[src/hw/rtl/rfu_pkg.sv]
// rfu_pkg: shared types and constants of the record field unpacker
// no dependencies; used by the output interface, the front end, the queue and the top level

package rfu_pkg;

  localparam int MAX_FIELDS  = 8;
  localparam int LENGTH_BITS = 16;
  localparam int FIELD_BITS  = $clog2(MAX_FIELDS);
  localparam int COUNT_BITS  = 4;
  localparam int KINDS_BITS  = 2 * MAX_FIELDS;
  localparam int PARAMS_BITS = 8 * MAX_FIELDS;
  localparam int CFG_BITS    = PARAMS_BITS;

  // depth of the queue between front end and output side
  localparam int QUEUE_DEPTH = 4;
  localparam int QPTR_BITS   = $clog2(QUEUE_DEPTH);

  typedef enum logic [1:0] {
    REG_FIELD_COUNT  = 2'd0,
    REG_FIELD_KINDS  = 2'd1,
    REG_FIELD_PARAMS = 2'd2
  } reg_index_t;

  typedef enum logic [1:0] {
    KIND_FIXED   = 2'd0,
    KIND_DELIM   = 2'd1,
    KIND_PREFIX  = 2'd2,
    KIND_PREFIX2 = 2'd3
  } field_kind_t;

  typedef enum logic [1:0] {
    STATUS_OK            = 2'd0,
    STATUS_MISSING_DELIM = 2'd1,
    STATUS_SHORT_RECORD  = 2'd2,
    STATUS_EXTRA_BYTE    = 2'd3
  } status_t;

  typedef struct packed {
    logic [FIELD_BITS-1:0] field_number;
    logic [7:0]            data_out;
    logic                  byte_valid;
    logic                  field_done;
    logic                  record_done;
    status_t               status;
  } result_t;

endpackage

[src/hw/rtl/rfu_if.sv]
// rfu_if: valid/ready channels for record bytes and unpacked results
// depends on rfu_pkg

interface rfu_in_if;
  logic       valid;
  logic       ready;
  logic [7:0] record_byte;
  logic       last_of_record;

  modport source (output valid, output record_byte, output last_of_record, input ready);
  modport sink (input valid, input record_byte, input last_of_record, output ready);
endinterface

interface rfu_out_if;
  import rfu_pkg::*;
  logic                  valid;
  logic                  ready;
  logic [FIELD_BITS-1:0] field_number;
  logic [7:0]            data_out;
  logic                  byte_valid;
  logic                  field_done;
  logic                  record_done;
  logic [1:0]            status;

  modport source (output valid, output field_number, output data_out, output byte_valid,
                  output field_done, output record_done, output status, input ready);
  modport sink (input valid, input field_number, input data_out, input byte_valid,
                input field_done, input record_done, input status, output ready);
endinterface

[src/hw/rtl/rfu_front.sv]
// rfu_front: configuration registers and per-byte parse state machine
// depends on rfu_pkg and rfu_in_if; pushes one result per accepted byte

module rfu_front (
  input  logic                         clk,
  input  logic                         rst,
  input  logic                         cfg_wr_en,
  input  logic [1:0]                   cfg_index,
  input  logic [rfu_pkg::CFG_BITS-1:0] cfg_data,
  rfu_in_if.sink                       record,
  output logic                         push_valid,
  input  logic                         push_ready,
  output rfu_pkg::result_t             push_data
);
  import rfu_pkg::*;

  typedef enum logic [1:0] {
    PH_START,
    PH_PREFIX,
    PH_DATA,
    PH_DONE
  } phase_t;

  logic [COUNT_BITS-1:0]  field_count;
  logic [KINDS_BITS-1:0]  field_kinds;
  logic [PARAMS_BITS-1:0] field_params;

  phase_t                 phase, phase_next;
  logic [FIELD_BITS-1:0]  current_field, current_field_next;
  logic [LENGTH_BITS-1:0] bytes_left, bytes_left_next;
  logic [7:0]             prefix_low_byte, prefix_low_byte_next;

  logic [1:0]             kind;
  logic [7:0]             param;
  logic [COUNT_BITS-1:0]  count_eff;
  logic                   last_field;
  logic [7:0]             rbyte;
  logic [15:0]            prefix_len;
  logic                   valid_bit, fdone;
  logic [7:0]             data;
  status_t                status;
  logic                   take;

  assign rbyte = record.record_byte;
  assign kind  = field_kinds[{current_field, 1'b0} +: 2];
  assign param = field_params[{current_field, 3'b000} +: 8];

  // field count clamped to 1..MAX_FIELDS
  always_comb begin
    if (field_count == '0) begin
      count_eff = COUNT_BITS'(1);
    end else if (field_count > COUNT_BITS'(MAX_FIELDS)) begin
      count_eff = COUNT_BITS'(MAX_FIELDS);
    end else begin
      count_eff = field_count;
    end
  end

  assign last_field = (COUNT_BITS'(current_field) + COUNT_BITS'(1)) >= count_eff;
  assign prefix_len = {rbyte, prefix_low_byte};

  always_comb begin
    phase_next           = phase;
    current_field_next   = current_field;
    bytes_left_next      = bytes_left;
    prefix_low_byte_next = prefix_low_byte;
    valid_bit            = 1'b0;
    data                 = '0;
    fdone                = 1'b0;
    status               = STATUS_OK;

    unique case (phase)
      PH_DONE: begin
        status = STATUS_EXTRA_BYTE;
      end
      PH_START: begin
        if (kind == KIND_FIXED) begin
          valid_bit = 1'b1;
          data      = rbyte;
          // zero length counts as one
          if (param <= 8'd1) begin
            fdone = 1'b1;
          end else begin
            bytes_left_next = LENGTH_BITS'(param - 8'd1);
            phase_next      = PH_DATA;
          end
        end else if (kind == KIND_DELIM) begin
          if (rbyte == param) begin
            fdone = 1'b1;
          end else begin
            valid_bit  = 1'b1;
            data       = rbyte;
            phase_next = PH_DATA;
          end
        end else if (param <= 8'd1) begin
          if (rbyte == 8'd0) begin
            fdone = 1'b1;
          end else begin
            bytes_left_next = LENGTH_BITS'(rbyte);
            phase_next      = PH_DATA;
          end
        end else begin
          prefix_low_byte_next = rbyte;
          phase_next           = PH_PREFIX;
        end
      end
      PH_PREFIX: begin
        // second prefix byte is always the high byte
        prefix_low_byte_next = '0;
        if (LENGTH_BITS'(prefix_len) == '0) begin
          fdone = 1'b1;
        end else begin
          bytes_left_next = LENGTH_BITS'(prefix_len);
          phase_next      = PH_DATA;
        end
      end
      PH_DATA: begin
        if (kind == KIND_DELIM) begin
          if (rbyte == param) begin
            fdone = 1'b1;
          end else begin
            valid_bit = 1'b1;
            data      = rbyte;
          end
        end else begin
          valid_bit = 1'b1;
          data      = rbyte;
          if (bytes_left <= LENGTH_BITS'(1)) begin
            fdone           = 1'b1;
            bytes_left_next = '0;
          end else begin
            bytes_left_next = bytes_left - LENGTH_BITS'(1);
          end
        end
      end
      default: begin
        status = STATUS_OK;
      end
    endcase

    if (fdone) begin
      bytes_left_next = '0;
      if (last_field) begin
        phase_next = PH_DONE;
      end else begin
        current_field_next = current_field + FIELD_BITS'(1);
        phase_next         = PH_START;
      end
    end

    if (record.last_of_record) begin
      priority if (phase == PH_DONE) begin
        status = STATUS_EXTRA_BYTE;
      end else if (phase_next == PH_DONE) begin
        status = STATUS_OK;
      end else if (kind == KIND_DELIM && !fdone && phase != PH_PREFIX) begin
        status = STATUS_MISSING_DELIM;
      end else begin
        status = STATUS_SHORT_RECORD;
      end
      current_field_next   = '0;
      phase_next           = PH_START;
      bytes_left_next      = '0;
      prefix_low_byte_next = '0;
    end
  end

  assign record.ready = push_ready;
  assign push_valid   = record.valid;
  assign take         = record.valid && push_ready;

  assign push_data.field_number = current_field;
  assign push_data.data_out     = data;
  assign push_data.byte_valid   = valid_bit;
  assign push_data.field_done   = fdone;
  assign push_data.record_done  = record.last_of_record;
  assign push_data.status       = status;

  always_ff @(posedge clk) begin
    if (rst) begin
      field_count     <= COUNT_BITS'(1);
      field_kinds     <= '0;
      field_params    <= PARAMS_BITS'(1);
      phase           <= PH_START;
      current_field   <= '0;
      bytes_left      <= '0;
      prefix_low_byte <= '0;
    end else begin
      if (cfg_wr_en) begin
        unique case (cfg_index)
          REG_FIELD_COUNT:  field_count  <= cfg_data[COUNT_BITS-1:0];
          REG_FIELD_KINDS:  field_kinds  <= cfg_data[KINDS_BITS-1:0];
          REG_FIELD_PARAMS: field_params <= cfg_data[PARAMS_BITS-1:0];
          default: ;
        endcase
      end
      if (take) begin
        phase           <= phase_next;
        current_field   <= current_field_next;
        bytes_left      <= bytes_left_next;
        prefix_low_byte <= prefix_low_byte_next;
      end
    end
  end

endmodule

[src/hw/rtl/rfu_queue.sv]
// rfu_queue: short result queue feeding the output channel
// depends on rfu_pkg and rfu_out_if

module rfu_queue (
  input  logic             clk,
  input  logic             rst,
  input  logic             push_valid,
  output logic             push_ready,
  input  rfu_pkg::result_t push_data,
  rfu_out_if.source        result
);
  import rfu_pkg::*;

  result_t              mem [QUEUE_DEPTH];
  logic [QPTR_BITS-1:0] wr_ptr, rd_ptr;
  logic [QPTR_BITS:0]   count;
  logic                 push, pop;
  result_t              head;

  assign push_ready = count != (QPTR_BITS + 1)'(QUEUE_DEPTH);
  assign push       = push_valid && push_ready;
  assign result.valid = count != '0;
  assign pop        = result.valid && result.ready;

  assign head                = mem[rd_ptr];
  assign result.field_number = head.field_number;
  assign result.data_out     = head.data_out;
  assign result.byte_valid   = head.byte_valid;
  assign result.field_done   = head.field_done;
  assign result.record_done  = head.record_done;
  assign result.status       = head.status;

  always_ff @(posedge clk) begin
    if (push) begin
      mem[wr_ptr] <= push_data;
    end
  end

  always_ff @(posedge clk) begin
    if (rst) begin
      wr_ptr <= '0;
      rd_ptr <= '0;
      count  <= '0;
    end else begin
      if (push) begin
        wr_ptr <= wr_ptr + QPTR_BITS'(1);
      end
      if (pop) begin
        rd_ptr <= rd_ptr + QPTR_BITS'(1);
      end
      unique case ({push, pop})
        2'b10:   count <= count + (QPTR_BITS + 1)'(1);
        2'b01:   count <= count - (QPTR_BITS + 1)'(1);
        default: count <= count;
      endcase
    end
  end

endmodule

[src/hw/rtl/record_field_unpacker.sv]
// record_field_unpacker: top level, parse front end followed by a result queue
// depends on rfu_pkg, rfu_if, rfu_front and rfu_queue
//
//   channel  | dir | handshake     | word
//   record   | in  | valid/ready   | record_byte, last_of_record
//   result   | out | valid/ready   | field_number, data_out, byte_valid, field_done,
//            |     |               | record_done, status
//   cfg      | in  | cfg_wr_en     | cfg_index, cfg_data
//
// one byte accepted per cycle while the queue has room; each byte gives one result word,
// written into the queue when the byte is taken. the next parse state is combinational
// and registered on each taken byte. a four-word queue sits between the parser and the
// output, so the input keeps flowing while results wait; record.ready drops only when
// the queue is full. synchronous reset clears parse state and queue pointers and returns
// the configuration registers to their reset values.

module record_field_unpacker (
  input  logic                         clk,
  input  logic                         rst,
  input  logic                         cfg_wr_en,
  input  logic [1:0]                   cfg_index,
  input  logic [rfu_pkg::CFG_BITS-1:0] cfg_data,
  rfu_in_if.sink                       record,
  rfu_out_if.source                    result
);
  import rfu_pkg::*;

  logic    push_valid;
  logic    push_ready;
  result_t push_data;

  rfu_front u_front (
    .clk        (clk),
    .rst        (rst),
    .cfg_wr_en  (cfg_wr_en),
    .cfg_index  (cfg_index),
    .cfg_data   (cfg_data),
    .record     (record),
    .push_valid (push_valid),
    .push_ready (push_ready),
    .push_data  (push_data)
  );

  rfu_queue u_queue (
    .clk        (clk),
    .rst        (rst),
    .push_valid (push_valid),
    .push_ready (push_ready),
    .push_data  (push_data),
    .result     (result)
  );

endmodule
[src/flat_wrapper.sv]
// flat-port wrapper written by rule: the top's interface ports become plain ports
module record_field_unpacker_flat import rfu_pkg::*;
  (clk, rst, cfg_wr_en, cfg_index, cfg_data, record_valid, record_record_byte, record_last_of_record, record_ready, result_valid, result_field_number, result_data_out, result_byte_valid, result_field_done, result_record_done, result_status, result_ready);
  rfu_in_if record_i ();
  rfu_out_if result_i ();
  input  logic clk;
  input  logic rst;
  input  logic cfg_wr_en;
  input  logic [1:0] cfg_index;
  input  logic [rfu_pkg::CFG_BITS-1:0] cfg_data;
  input wire logic [$bits(record_i.valid)-1:0] record_valid;
  input wire logic [$bits(record_i.record_byte)-1:0] record_record_byte;
  input wire logic [$bits(record_i.last_of_record)-1:0] record_last_of_record;
  output wire logic [$bits(record_i.ready)-1:0] record_ready;
  output wire logic [$bits(result_i.valid)-1:0] result_valid;
  output wire logic [$bits(result_i.field_number)-1:0] result_field_number;
  output wire logic [$bits(result_i.data_out)-1:0] result_data_out;
  output wire logic [$bits(result_i.byte_valid)-1:0] result_byte_valid;
  output wire logic [$bits(result_i.field_done)-1:0] result_field_done;
  output wire logic [$bits(result_i.record_done)-1:0] result_record_done;
  output wire logic [$bits(result_i.status)-1:0] result_status;
  input wire logic [$bits(result_i.ready)-1:0] result_ready;
  assign record_i.valid = record_valid;
  assign record_i.record_byte = record_record_byte;
  assign record_i.last_of_record = record_last_of_record;
  assign record_ready = record_i.ready;
  assign result_valid = result_i.valid;
  assign result_field_number = result_i.field_number;
  assign result_data_out = result_i.data_out;
  assign result_byte_valid = result_i.byte_valid;
  assign result_field_done = result_i.field_done;
  assign result_record_done = result_i.record_done;
  assign result_status = result_i.status;
  assign result_i.ready = result_ready;
  record_field_unpacker u_core (.clk(clk), .rst(rst), .cfg_wr_en(cfg_wr_en), .cfg_index(cfg_index), .cfg_data(cfg_data), .record(record_i), .result(result_i));
endmodule
[config.mk]
export PLATFORM = sky130hd
export DESIGN_NAME = record_field_unpacker_flat
export DESIGN_NICKNAME = d
export VERILOG_FILES = /design/src/hw/rtl/rfu_pkg.sv /design/src/hw/rtl/rfu_if.sv /design/src/hw/rtl/rfu_front.sv /design/src/hw/rtl/rfu_queue.sv /design/src/hw/rtl/record_field_unpacker.sv /design/src/flat_wrapper.sv
export SDC_FILE = /design/constraint.sdc
export NUM_CORES = 1
export LEC_CHECK = 0
export ABC_AREA = 1
export BUFFER_PORTS_ARGS = -buffer_cell sky130_fd_sc_hd__buf_4
export CAP_MARGIN = 20
export CORE_MARGIN = 1
export CORE_UTILIZATION = 35
export CTS_BUF_LIST = sky130_fd_sc_hd__clkbuf_4 sky130_fd_sc_hd__clkbuf_8 sky130_fd_sc_hd__clkbuf_16
export CTS_CLUSTER_DIAMETER = 200
export DETAILED_ROUTE_END_ITERATION = 8
export HOLD_SLACK_MARGIN = 0.05
export SYNTH_ARGS = -nofsm -noshare
export SYNTH_HDL_FRONTEND = slang
export SYNTH_SLANG_ARGS = --single-unit
[constraint.sdc]
create_clock -name clk -period 4.7 [get_ports clk]
set_input_delay 0.235 -clock clk [delete_from_list [all_inputs] [get_ports clk]]
set_output_delay 0.235 -clock clk [all_outputs]
set_load 0.005 [all_outputs]
Word-level counts from Yosys, hierarchy flattened:

Memory sizes are Yosys's and may differ from the RTL's. A register that Yosys moved wholly into a read port is not among the register bits.
Index checks and enable logic that the tools add are counted.

* shift-type cells: 2
* mux-type cells: 62
* reductions and logical operators: 22
* order comparisons: 4
* equality and inequality tests: 22
* $add $sub $neg: 8

Operators by type and width (number)
* $mux 16: 10
* $mux 8: 8
* $shiftx 64x7->8: 1
* $pmux 16 s3: 1
* $mux 2: 17
* $pmux 8 s2: 2
* $ne 5x5->1 const B: 4
* $le 16x1->1 const B: 1
* $logic_not 16->1: 1
* $shiftx 16x5->2: 1
* $sub 16x1->16 const B: 1
* $mux 1: 15
* $ne 3x3->1 const B: 4
* $eq 2x2->1 const B: 5
* $mux 3: 3
* $sub 8x1->9 const B: 1
* $eq 2x1->1 const B: 4
* $eq 8x8->1: 1
* $le 8x1->1 const B: 1
* $logic_not 8->1: 1
* $mux 4: 2
* $ne 4x4->1 const B: 2
* $reduce_and 8->1: 1
* $add 3x1->3 const B: 2
* other kinds (21): 31

* bits in registers: 120
* RAM bits: 64
* input bits: 80
* output and inout bits: 18
* memories kept: 1
* logic and storage cells: 131

Memories
* u_core.u_queue.mem: words 4, width 16, rd ports 1, clocked after memory_dff 1, write ports 1, line rfu_queue.sv:14 `result_t mem [QUEUE_DEPTH];`

Logic depth before layout (Yosys ltp):

* depth in word-level cells: 13
* gate-level depth with buffers: 23
* mapped depth without buffers: 20

Hierarchy:

Synthesis repeated with hierarchy kept, for this count alone.

* cells, all modules: 1253
* area total of the unflattened synthesis: 9414.0 sq um

Modules (own cells, without submodules)
* rfu_front: sequential area each 2262.2 sq um, times used 1, cells each 1031, area each 6580.1 sq um
* rfu_queue: sequential area each 2102.0 sq um, times used 1, cells each 222, area each 2834.0 sq um

Worst setup path after synthesis:

OpenSTA, ideal clock, no wires.

* kind: register to register
* start: reg u_core.u_front.current_field[0]
* end: mem u_core.u_queue.mem[0][1] in the netlist's numbering (data pin)
* setup time: 269 ps
* path buffers: 3
* slack: 2246 ps
* stages on the path, launching flop included: 22
* data required time: 4431 ps
* clock period less this slack: 2454 ps
* data arrival time: 2185 ps
* cell sequence: dfxtp_1 > buf_6 > inv_4 > buf_6 > nand2_1 > nand3_1 > nand3_1 > nand2_2 > inv_2 > ha_1 > nand4_1 > nand2_4 > nand3_1 > nand2_1 > inv_1 > nand2_2 > nand2_4 > buf_6 > nand2_1 > nand3_1 > nand2_1 > nand2_1

RTL lines
* start, declared: line rfu_front.sv:29 `logic [FIELD_BITS-1:0] current_field, current_field_next;`
* start signal, assigned: line rfu_front.sv:199 `current_field <= current_field_next;`
* end, declared: line rfu_queue.sv:14

Worst setup path in the final report:

* start: reg u_core.u_front.current_field[0]
* end: reg u_core.u_front.bytes_left[6]

* cells in the longest elaborated chain, start to end: 8
* elaborated cells between the ends (all ways): 27

Ends and longest elaborated chain
* $shiftx 64x7->8: line rfu_front.sv:46 `assign param = field_params[{current_field, 3'b000} +: 8];`
* $le 8x1->1 / $eq 8x8->1 (equally long branches)
* $mux 1, on equally long branches: line rfu_front.sv:95, rfu_front.sv:88, rfu_front.sv:119
* $mux 1: line rfu_front.sv:87 `end else if (kind == KIND_DELIM) begin`
* $mux 1: line rfu_front.sv:77 `if (kind == KIND_FIXED) begin`
* $pmux 1 s3: line rfu_front.sv:72 `unique case (phase)`
* $ne 5x5->1 (no source line), or another cell as far along
* $reduce_and 8->1 (no source line) / $mux 16 (equally long branches)
* end signal, assigned: line rfu_front.sv:200 `bytes_left <= bytes_left_next;`
* end, declared: line rfu_front.sv:30 `logic [LENGTH_BITS-1:0] bytes_left, bytes_left_next;`

Several ways; a longest one is shown, not always the timed one. The select of a mux whose other input is x is not followed.
A chain may end at the register's enable or synchronous reset.

==> results.sh <==
export IMPL_clk_latency_ns=0.44
export IMPL_synth_edff_count=64
export IMPL_min_path_type="in -> reg"
export IMPL_crit_required_ns=5.07
export IMPL_instances_no_fill=1682
export IMPL_p_leak_nw=4.63
export IMPL_antenna_found_initial=0
export IMPL_syn_area_per_cell_um2=7.53
export IMPL_drv_slew=0
export IMPL_cts_buffers=17
export IMPL_drc=0
export IMPL_max_freq_mhz=304
export IMPL_post_place_ws_ns=1.50
export IMPL_die_w_um=167
export IMPL_finalWorstPathRequiredPeriod_ns=3.29
export IMPL_outcome="finished, final reports clean"
export IMPL_htreeDepth=4
export IMPL_highest_layer="met4"
export IMPL_ctsResizeCount=0
export IMPL_placed_cells=1642
export IMPL_die_h_um=167
export IMPL_cp_arrival_ns=3.66
export IMPL_max_vdd_ir_drop_mv=0.181
export IMPL_wl_met1_um=11400
export IMPL_yosysMostFrequentCell="nand2_1"
export IMPL_cts_tree="yes"
export IMPL_nets=1427
export IMPL_ys_types=40
export IMPL_boundaryPins=98
export IMPL_ys_flop_type="dfxtp_1"
export IMPL_route_met2_wl_um=11900
export IMPL_path_max_fanout=32
export IMPL_p_total_mw=4.68
export IMPL_slew_headroom_pct=35.2
export IMPL_finalClockSkew_ns=0.0155
export IMPL_drive_gt1_share_pct=13.5
export IMPL_worstMarginPinSlew_ns=0.971
export IMPL_clkPwrFrac_pct=31.9
export IMPL_wl_met3_um=1280
export IMPL_p_per_area_mw_per_mm2=422
export IMPL_drv_cap=0
export IMPL_wl_per_cell_um=15.1
export IMPL_cp_end_kind="register"
export IMPL_combPwrFrac_pct=27.0
export IMPL_ant_nets=0
export IMPL_internal_power_mw=3.12
export IMPL_num_vias=8509
export IMPL_grt_pass1_wl_um=41500
export IMPL_syn_cell_area_mm2=0.00953
export IMPL_syn_inst=1266
export IMPL_yosysWarningCount=0
export IMPL_core_mm2=0.0268
export IMPL_num_fill_cells=2778
export IMPL_synth_top_cell_area_share_pct=25.6
export IMPL_synth_seq_cells=186
export IMPL_yosysSeqAreaShare_pct=45.8
export IMPL_viasPerCell=5.06
export IMPL_die_area_mm2=0.0279
export IMPL_yosysTopAreaCell="dfxtp_1"
export IMPL_hold_viol_final=0
export IMPL_grt_overflow_total=0
export IMPL_clockRootBuffer="clkbuf_16"
export IMPL_synth_fp_nets=1365
export IMPL_grt_pass1_vias=8072
export IMPL_start_util_pct=35.6
export IMPL_setup_tns_ns=0
export IMPL_synthTopCellsByArea="dfxtp_1 (26%), edfxtp_1 (20%), nand2_1 (7.8%), o21ai_0 (7.2%), nor2_1 (6.9%)"
export IMPL_layout_setup_ws_ns=1.41
export IMPL_place_congestion=0.890
export IMPL_p_sw_share_pct=33.2
export IMPL_rows=60
export IMPL_clock_sinks=186
export IMPL_timing_worst_setup_path_type="reg -> reg"
export IMPL_grt_max_degree=76
export IMPL_finalWirelength_um=25300
export IMPL_finalCritPeriodShare_pct=70.0
export IMPL_area_delta_synth_final_pct=16.2
export IMPL_clockBufferDepth=2
export IMPL_synth_common_cells="nand2_1 (197), nor2_1 (176), o21ai_0 (138)"
export IMPL_drt_iter0_markers=655
export IMPL_switchingPower_mw=1.55
export IMPL_dr_pass1_iters=6
export IMPL_power_frac_seq_pct=41.0
export IMPL_rsz0062_at_grt="no"
export IMPL_antenna_cells=0
export IMPL_setup_viol=0
export IMPL_synth_async_reset_ratio_pct=0
export IMPL_grt_usage_pct=18.7
export IMPL_io_buffers=97
export IMPL_dp_hpwl_um=18000
export IMPL_clk_pin_slew_ns=0.07
export IMPL_setup_worst_path_start_class="register"
==> sequential cells by signal, summed over array words and instances (netlist names), named ones only <==
name	count
u_core.u_queue.rd_ptr	2
u_core.u_queue.count	3
u_core.u_front.field_params	64
u_core.u_front.phase	2
u_core.u_front.bytes_left	16
u_core.u_queue.wr_ptr	2
u_core.u_front.current_field	3
u_core.u_queue.mem	64
u_core.u_front.field_count	4
u_core.u_front.field_kinds	16
u_core.u_front.prefix_low_byte	8
==> critical path, stage by stage, from the launching register on <==
cell     delay (ns)
dfxtp_2        0.58
buf_4          0.38
nor2_1         0.09
nor2_1         0.09
o21ai_0        0.09
nand3_1        0.10
nand2_1        0.09
nand2_1        0.39
nor2_2         0.12
nand3_1        0.11
nand2_1        0.05
inv_1          0.08
nand2_2        0.08
nand2_4        0.22
nand3_4        0.35
nand3_1        0.20
nand2_1        0.08
nor2_1         0.10
==> what timing repair did <==
action | CTS | global route
endpoints found under the hold margin | 7 | 0
setup buffers | 0 | 0
hold buffers | 7 | 0
==> power by group through the flow <==
| stage | Sequential [mW] | Clock (mW) | Combinational [mW] |
|---|---|---|---|
| final | 1.92 | 1.49 | 1.26 |
| after global routing | 1.94 | 1.58 | 1.44 |
| after CTS | 1.92 | 1.52 | 1.27 |
| after detailed placement | 1.96 | 0 | 1.26 |
| after global placement | 1.96 | 0 | 1.25 |
| after floorplan | 1.93 | 0 | 0.887 |
==> area by class of cell <==
| cell class | count | area, um2 | share of cell area, % |
|---|---|---|---|
| Multi-Input combinational cell | 869 | 4260 | 38.5 |
| Tap cell | 341 | 427 | 3.85 |
| Sequential cell | 186 | 4370 | 39.4 |
| Timing Repair Buffer | 113 | 878 | 7.93 |
| Clock buffer | 18 | 433 | 3.91 |
| Inverter | 141 | 532 | 4.80 |
| Clock inverter | 14 | 178 | 1.60 |
==> layer usage <==
layer	global-route usage [%]	up-vias
met2	31.0	226
met1	24.2	3916
met5	0	-
li1	-	4317
met4	8.01	0
met3	2.83	50
==> stage by stage <==
step           hold WS [ns]  cell area, um2  utilization, %
6_report             0.0640           11100            41.3
5_1_grt              0.0691           11100            41.3
4_1_cts              0.0515           11100            41.3
3_5_place_dp          0.443           10400            38.7
3_3_place_gp          0.442           10400            38.7
2_1_floorplan         0.304            9530               -
==> final timing paths <==
kind / to / start / cells after the start / slack (ns)
setup / recovery: u_core.u_front.bytes_left[6]$_SDFFE_PP0P_ / u_core.u_front.current_field[0]$_SDFFE_PP0P_ / 17 / 1.41
hold / removal: u_core.u_front.field_kinds[5]$_SDFFE_PP0P_ / cfg_data[5] / 3 / 0.06
setup reg to reg: u_core.u_front.bytes_left[6]$_SDFFE_PP0P_ / u_core.u_front.current_field[0]$_SDFFE_PP0P_ / 17 / 1.41
hold reg to reg: u_core.u_queue.count[0]$_SDFFE_PP0P_ / u_core.u_queue.count[0]$_SDFFE_PP0P_ / 1 / 0.45
==> cell usage in the layout, fill, tap and decap left out, types with 3 or more instances in the layout <==
cell           instances
nor2_2                 7
dfxtp_1              121
nand2_1              197
ha_1                  18
inv_8                  4
buf_4                105
nor2_1               172
a21oi_2                8
xor2_1                10
inv_1                134
nand2_2               15
o21ai_0              138
dlygate4sd3_1          7
o22ai_1               20
edfxtp_1              64
inv_2                  4
a22oi_1                5
a21oi_1              117
inv_6                  3
nand3_1              118
nor3_1                 6
xnor2_1                3
o21ai_1                6
clkbuf_16             17
nand4_1               14
==> logic make-up (layout without fill, tap and decap cells) <==
logic type,after synthesis,count (layout),share of synthesized area (%)
AND/OR/NAND/NOR,537,537,24.2
adder cells (fa/ha/maj),19,19,2.57
XOR/XNOR,13,13,1.19
buffers and inverters,211,286,9.56
flip-flops,186,186,45.8
AO/OA/AOI/OAI,300,300,16.7
Power figures use the tool's default switching activity.
